File: src/hw/rtl/lzw_pkg.sv
// Shared widths for the LZW string compressor.
package lzw_pkg;
  localparam int CHAR_W = 8;
  localparam int CODE_W = 6;
endpackage

File: src/hw/rtl/lzw_ram.sv
// Generic single-port-write, single-port-read RAM with registered read data.
module lzw_ram #(
  parameter int WIDTH = 8,
  parameter int DEPTH = 32
) (
  input  logic                     clk,
  input  logic                     we,
  input  logic [$clog2(DEPTH)-1:0] waddr,
  input  logic [WIDTH-1:0]         wdata,
  input  logic [$clog2(DEPTH)-1:0] raddr,
  output logic [WIDTH-1:0]         rdata
);
  logic [WIDTH-1:0] mem [DEPTH];

  always_ff @(posedge clk) begin
    if (we) begin
      mem[waddr] <= wdata;
    end
    rdata <= mem[raddr];
  end
endmodule

File: src/hw/rtl/lzw_string_compressor_unit.sv
// Top level of the LZW string compressor: byte buffer, dictionary and sequencer.
//
// The block collects a string one byte per transaction (one cycle each) until a
// transaction with last set; bytes past MAX_LEN are dropped and flagged as
// truncated. It then seeds the dictionary with the distinct bytes in order of
// first appearance (codes 1 up), runs LZW over the buffer and sends one code
// per matched phrase (code 0 for a byte with no dictionary entry), last_code
// marking the final one. Every dictionary lookup scans the stored entries one
// per cycle through the dictionary RAM read port. The first lookup of a byte
// passes through buffer fetch, load, scan and decide; a second lookup for the
// root of the byte, needed when a phrase ends in the compression pass, repeats
// the scan. The seeding pass does one lookup per byte. Processing can also be
// held while the consumer stalls the output. No new string is taken until every
// code of the previous one has left the sequencer; the final code may still
// sit in the output register while the next string loads.
// Codes are dictionary indexes masked to 6 bits.
module lzw_string_compressor_unit
  import lzw_pkg::*;
#(
  parameter int MAX_LEN   = 32,
  parameter int DICT_SIZE = 64
) (
  input  logic              clk,
  input  logic              rst,
  // input channel
  input  logic              valid,
  output logic              stall,
  input  logic [CHAR_W-1:0] in_char,
  input  logic              last,
  // output channel
  output logic              code_valid,
  input  logic              code_stall,
  output logic [CODE_W-1:0] code,
  output logic              last_code,
  output logic              truncated
);
  localparam int AW = $clog2(MAX_LEN);
  localparam int LW = $clog2(MAX_LEN + 1);
  localparam int CW = $clog2(DICT_SIZE);
  localparam int DW = CW + CHAR_W;

  localparam logic [2:0] S_IDLE  = 3'd0;
  localparam logic [2:0] S_FETCH = 3'd1;
  localparam logic [2:0] S_LOAD  = 3'd2;
  localparam logic [2:0] S_SRCH  = 3'd3;
  localparam logic [2:0] S_DEC   = 3'd4;
  localparam logic [2:0] S_FINAL = 3'd5;
  localparam logic [2:0] S_FLUSH = 3'd6;

  logic [2:0]        state;
  logic              phase;      // 0: seeding, 1: compressing
  logic              step;       // second lookup of a byte (root of the byte)
  logic [AW-1:0]     idx;
  logic [LW-1:0]     len;
  logic              ovf;
  logic [CW-1:0]     ecnt;
  logic [CW-1:0]     cur;
  logic [CHAR_W-1:0] cbyte;
  logic [CW-1:0]     tgt;
  logic [CW-1:0]     k;
  logic [CW-1:0]     rk;
  logic              spend;
  logic              fnd;
  logic [CW-1:0]     fcode;
  logic [LW-1:0]     n;
  logic              pend_valid;
  logic [CW-1:0]     pend_code;

  // buffer RAM
  logic              buf_we;
  logic [CHAR_W-1:0] buf_rdata;
  // dictionary RAM
  logic              dict_we;
  logic [CW-1:0]     dict_waddr;
  logic [DW-1:0]     dict_wdata;
  logic [DW-1:0]     dict_rdata;

  // sequencer helpers
  logic              in_acc;
  logic              out_free;
  logic              emit_req;
  logic [CW-1:0]     emit_val;
  logic              emit_ok;
  logic              blocked;
  logic              push;
  logic              push_last;
  logic              add_req;
  logic [CW-1:0]     add_prefix;
  logic              last_byte;
  logic              room;

  assign stall     = (state != S_IDLE);
  assign in_acc    = valid && !stall;
  assign out_free  = !code_valid || !code_stall;
  assign last_byte = (idx == AW'(len - LW'(1)));
  assign room      = (ecnt < CW'(DICT_SIZE - 1));
  assign buf_we    = in_acc && (len < LW'(MAX_LEN));

  lzw_ram #(.WIDTH(CHAR_W), .DEPTH(MAX_LEN)) u_buf (
    .clk   (clk),
    .we    (buf_we),
    .waddr (len[AW-1:0]),
    .wdata (in_char),
    .raddr (idx),
    .rdata (buf_rdata)
  );

  lzw_ram #(.WIDTH(DW), .DEPTH(DICT_SIZE)) u_dict (
    .clk   (clk),
    .we    (dict_we),
    .waddr (dict_waddr),
    .wdata (dict_wdata),
    .raddr (k),
    .rdata (dict_rdata)
  );

  // Emission and dictionary-add requests of the decision states.
  always_comb begin
    emit_req   = 1'b0;
    emit_val   = '0;
    add_req    = 1'b0;
    add_prefix = '0;
    push_last  = 1'b0;
    if (state == S_DEC) begin
      if (!phase) begin
        add_req = !fnd;
      end else if (!step) begin
        if (!fnd) begin
          emit_req   = 1'b1;
          emit_val   = cur;
          add_req    = (cur != '0);
          add_prefix = cur;
        end
      end else begin
        emit_req = !fnd;
      end
    end else if (state == S_FINAL) begin
      emit_req = (cur != '0);
      emit_val = cur;
    end
    emit_ok = emit_req && (n < LW'(MAX_LEN));
    blocked = emit_ok && pend_valid && !out_free;
    push    = emit_ok && pend_valid && out_free;
    if (state == S_FLUSH) begin
      blocked   = pend_valid && !out_free;
      push      = pend_valid && out_free;
      push_last = 1'b1;
    end
    dict_we    = add_req && room && !blocked;
    dict_waddr = ecnt + CW'(1);
    dict_wdata = {add_prefix, cbyte};
  end

  // Output register: holds one code while the consumer stalls.
  always_ff @(posedge clk) begin
    if (rst) begin
      code_valid <= 1'b0;
    end else if (push) begin
      code_valid <= 1'b1;
    end else if (!code_stall) begin
      code_valid <= 1'b0;
    end
    if (push) begin
      code      <= CODE_W'(pend_code);
      last_code <= push_last;
      truncated <= ovf;
    end
  end

  // Sequencer
  always_ff @(posedge clk) begin
    if (rst) begin
      state      <= S_IDLE;
      phase      <= 1'b0;
      step       <= 1'b0;
      idx        <= '0;
      len        <= '0;
      ovf        <= 1'b0;
      ecnt       <= '0;
      cur        <= '0;
      k          <= '0;
      spend      <= 1'b0;
      fnd        <= 1'b0;
      n          <= '0;
      pend_valid <= 1'b0;
    end else begin
      if (dict_we) begin
        ecnt <= ecnt + CW'(1);
      end
      if (emit_ok && !blocked) begin
        pend_valid <= 1'b1;
        pend_code  <= emit_val;
        n          <= n + LW'(1);
      end
      case (state)
        S_IDLE: begin
          if (in_acc) begin
            if (len < LW'(MAX_LEN)) begin
              len <= len + LW'(1);
            end else begin
              ovf <= 1'b1;
            end
            if (last) begin
              state <= S_FETCH;
              phase <= 1'b0;
              idx   <= '0;
              ecnt  <= '0;
              cur   <= '0;
            end
          end
        end
        S_FETCH: begin
          state <= S_LOAD;
        end
        S_LOAD: begin
          cbyte <= buf_rdata;
          tgt   <= phase ? cur : '0;
          step  <= 1'b0;
          k     <= CW'(1);
          spend <= 1'b0;
          state <= S_SRCH;
        end
        S_SRCH: begin
          // one entry per cycle: issue k, compare the entry issued last cycle
          if (spend && dict_rdata == {tgt, cbyte}) begin
            fnd   <= 1'b1;
            fcode <= rk;
            state <= S_DEC;
          end else if (ecnt == '0 || (spend && rk == ecnt)) begin
            fnd   <= 1'b0;
            state <= S_DEC;
          end else begin
            k     <= k + CW'(1);
            rk    <= k;
            spend <= 1'b1;
          end
        end
        S_DEC: begin
          if (!blocked) begin
            if (phase && !step && !fnd && cur != '0) begin
              // phrase ended: restart from the root of this byte
              step  <= 1'b1;
              tgt   <= '0;
              k     <= CW'(1);
              spend <= 1'b0;
              state <= S_SRCH;
            end else begin
              if (phase) begin
                cur <= fnd ? fcode : '0;
              end
              if (last_byte) begin
                if (phase) begin
                  state <= S_FINAL;
                end else begin
                  phase <= 1'b1;
                  idx   <= '0;
                  cur   <= '0;
                  state <= S_FETCH;
                end
              end else begin
                idx   <= idx + AW'(1);
                state <= S_FETCH;
              end
            end
          end
        end
        S_FINAL: begin
          if (!blocked) begin
            state <= S_FLUSH;
          end
        end
        S_FLUSH: begin
          if (!blocked) begin
            pend_valid <= 1'b0;
            len        <= '0;
            ovf        <= 1'b0;
            ecnt       <= '0;
            cur        <= '0;
            n          <= '0;
            state      <= S_IDLE;
          end
        end
        default: begin
          state <= S_IDLE;
        end
      endcase
    end
  end

  // Emit count never passes the result limit.
  a_n_bound: assert property (@(posedge clk) disable iff (rst)
    n <= LW'(MAX_LEN))
    else $error("emit count over limit");

  // No code is pending while a new string is being loaded.
  a_idle_clean: assert property (@(posedge clk) disable iff (rst)
    (state == S_IDLE) |-> (!pend_valid && ecnt == '0))
    else $error("stale state in idle");

  // Dictionary is written only during processing and never at code zero.
  a_dict_wr: assert property (@(posedge clk) disable iff (rst)
    dict_we |-> (state == S_DEC && dict_waddr != '0))
    else $error("bad dictionary write");

  // A push only happens when the output register can take it.
  a_push_free: assert property (@(posedge clk) disable iff (rst)
    push |-> out_free)
    else $error("output overwritten");
endmodule

File: config.mk
export PLATFORM = sky130hd
export DESIGN_NAME = lzw_string_compressor_unit
export DESIGN_NICKNAME = d
export VERILOG_FILES = /design/src/hw/rtl/lzw_pkg.sv /design/src/hw/rtl/lzw_ram.sv /design/src/hw/rtl/lzw_string_compressor_unit.sv
export SDC_FILE = /design/constraint.sdc
export NUM_CORES = 1
export LEC_CHECK = 0
export BUFFER_PORTS_ARGS = -buffer_cell sky130_fd_sc_hd__buf_2
export CORE_MARGIN = 2
export CORE_UTILIZATION = 50
export CTS_CLUSTER_SIZE = 30
export DETAILED_ROUTE_END_ITERATION = 10
export PLACE_DENSITY = 0.64
export SYNTH_ARGS = -nofsm -noshare
export SYNTH_HDL_FRONTEND = slang
export SYNTH_SLANG_ARGS = --single-unit
File: constraint.sdc
create_clock -name clk -period 3.8 [get_ports clk]
set_input_delay 0.76 -clock clk [delete_from_list [all_inputs] [get_ports clk]]
set_output_delay 0.76 -clock clk [all_outputs]
set_load 0.1 [all_outputs]
==> out/qor.yml <==
fmax_mhz: 303
io_pins: 23
rsz0062_at_grt: "false"
startpoint_type: "register"
leakage_nw: 16.8
num_vias: 24268
status: "completed"
total_power_mw: 28.9
drv_cap: 0
drv_slew: 0
placed_area_um2: 51100
ys_seq_elements: 1259
multiInputGateArea_um2: 10900
core_um2: 96600
drive_above_1_share_pct: 25.5
grt_pass1_vias: 24402
ctsResizeCount: 0
power.density_nw_per_um2: 523
postCtsSetupRepairBufs: 0
path_buf_inv: 3
worst_r2r_endpoint: "u_dict.mem[35][6]"
grt_pass1_wl_um: 166000
die_w_um: 316
clk_pin_slew_worst_paths_ns: 0.06
max_stage_delay_ns: 0.49
place_hpwl_um: 67900
seq_area_frac_synth_pct: 76.4
dieArea_um2: 99800
gp_congestion: 0.884
gr-total-overflow: 0
synthCells: 2420
wl_per_cell_um: 28.4
port_buffers: 22
clock_skew_ns: 0.0314
nets: 2616
worst_slew_pin_slew_ns: 0.927
cp.depth: 9
synth_edf_count: 1192
synthFlopType: "edfxtp_1"
drt_pre_antenna_iters: 7
cts_sinks: 1259
synth_top_area_share_pct: 73.6
cts_made_buffers: 130
synth_cell_types: 67
row_count: 114
wl_um: 113000
cp_cell_sequence: "or3b_1 > a211o_1 > a211o_1 > a21oi_1 > buf_4 > nand3_1 > buf_4 > nor2_1 > buf_4"
fill_cells: 6959
timing.final.crit_share_pct: 86.8
hold_viol_final: 0
min-delay-path-class: "in -> reg"
initial_utilization_pct: 50.4
final.min_clock_period_ns: 3.30
crit_family: "simple AND/OR/NAND/NOR gates"
slowest_stage: "dfxtp_1"
setup-violations-final: 0
die_h_um: 316
final_area_um2: 55300
netlist_area_um2: 48600
endpoint: "u_dict.mem[35][6]"
cp_common_cell: "buf_4"
end_kind: "register"
path_max_fanout: 19
crit_type: "reg -> reg"
cp.arrival_ns: 3.70
avgSynthCellArea_um2: 20.1
diodes: 0
grt_max_degree: 78
relSlewSlack_pct: 38.1
grt_usage_pct: 23.0
r2r-start: "state[0]"
h-tree-depth: 4
synth_area_leader_cell: "edfxtp_1"
crit_required_ns: 4.20
utilization_pct: 57.2
worst_ir_drop_vdd_mv: 0.426
netlist_top_cells_area: "edfxtp_1 (74%), mux4_2 (14%), dfxtp_1 (2.8%), nor2_1 (1.5%), nand2_1 (0.66%)"
yosysWarningCount: 0
area_delta_synth_final_pct: 13.7
synth_fp_nets: 2442
reg2reg_setup_slack_ns: 0.50
ff_latch_area_um2: 37200
grt_antenna_before_repair: 2
reg2reg_depth: 9
tns_ns: 0
ant_nets: 0
drc_errors: 0
cts_buffer_depth: 3
via_per_inst: 6.11
drt_iter0_markers: 2874
tritoncts: "built"
async_flop_share_pct: 0
cts_hold_buf: 0
cts_root_buf: "clkbuf_16"
clk_latency_ns: 0.74
cp-startpoint: "state[0]"
-- worst min path at each step --
stage | from | end | slack, ns | depth (start not counted)
floorplan | u_buf.rdata[0] | cbyte[0] | 0.39 | 0
global placement | u_buf.rdata[3] | cbyte[3] | 0.39 | 0
detailed placement | u_buf.rdata[0] | cbyte[0] | 0.39 | 0
CTS | code_stall | code_valid | 0.26 | 3
global route | code_stall | code_valid | 0.30 | 3
finish | code_stall | code_valid | 0.32 | 3
-- layout make-up --
class                           count  area share (%)
Sequential cell                  1259            67.2
Multi-Input combinational cell   1016            19.7
Clock buffer                      166            6.49
Tap cell                         1276            2.89
Timing Repair Buffer              169            2.47
Clock inverter                     66            1.13
Inverter                           18           0.122
-- per-stage QoR --
stage	cells	setup slack [ns]	hold slack (ns)
after global routing	3970	0.229	0.298
after detailed placement	3738	0.458	0.389
after floorplan	2420	0.541	0.386
after global placement	3738	0.519	0.391
final	3970	0.503	0.316
after CTS	3970	0.518	0.262
-- flip-flops by register name (all words and copies together) (netlist names), 3 cells and up --
register,count
u_buf.mem,256
idx,5
fcode,6
n,6
pend_code,6
len,6
cur,6
code,6
u_dict.rdata,14
k,6
ecnt,6
cbyte,8
tgt,6
u_buf.rdata,8
u_dict.mem,896
rk,6
state,3
-- where the power goes --
part           switching, mW  internal (mW)
clock                   5.19           7.31
sequential            0.0675           15.2
combinational          0.671          0.537
total                   5.93           23.0
-- Yosys cell counts (9+ instances only) --
cell,count
a211oi_1,17
a21oi_1,34
a221o_1,10
a22oi_1,9
and2_1,23
and3_1,12
buf_1,10
buf_2,39
clkbuf_1,74
dfxtp_1,67
edfxtp_1,1192
ha_1,9
inv_1,15
mux2_2,16
mux2i_1,11
mux4_2,293
nand2_1,86
nand3_1,30
nand4_1,10
nor2_1,191
nor3_1,21
o21ai_0,34
o221ai_1,22
o22a_1,12
o22ai_1,30
o31a_1,11
o41ai_1,10
xnor2_1,28
-- layer usage --
metal / vias up / global-route usage, % / wire length [um]
met3: 179 / 3.67 / 7020
met2: 964 / 38.7 / 57400
li1: 10312 / - / -
met5: - / 0 / 0
met4: 0 / 7.23 / 3060
met1: 12813 / 31.2 / 45300
-- cell families after synthesis --
logic type	after synthesis	synth area share, %
compound gates	228	3.35
xor+xnor	36	0.648
fa+ha+maj	9	0.232
buf+inv	145	1.27
flops	1259	76.4
mux	320	14.2
simple gates	423	3.97
-- worst reg2reg max path, delay by kind of cell, from the launching register on --
family	cells	cell delay, ns
AOI/OAI and AO/OA	3	0.72
buffers and inverters	3	0.82
DFF	1	0.49
and+or+nand+nor	3	0.92
-- placed cells by master, fill, tap and decap left out, drive strengths merged, types with 17 or more instances in the layout --
cell | Yosys | layout
edfxtp | 1192 | 1192
mux4 | 293 | 293
and2 | 23 | 23
a211oi | 17 | 17
nand2 | 86 | 86
clkbuf | 74 | 166
a21oi | 34 | 34
o22ai | 30 | 30
buf | 53 | 169
nor2 | 191 | 191
inv | 16 | 20
o221ai | 22 | 22
xnor2 | 28 | 28
nand3 | 30 | 30
clkinv | 2 | 52
o21ai | 35 | 35
dfxtp | 67 | 67
nor3 | 21 | 21
Note: power is estimated with default switching activity, not from simulation.
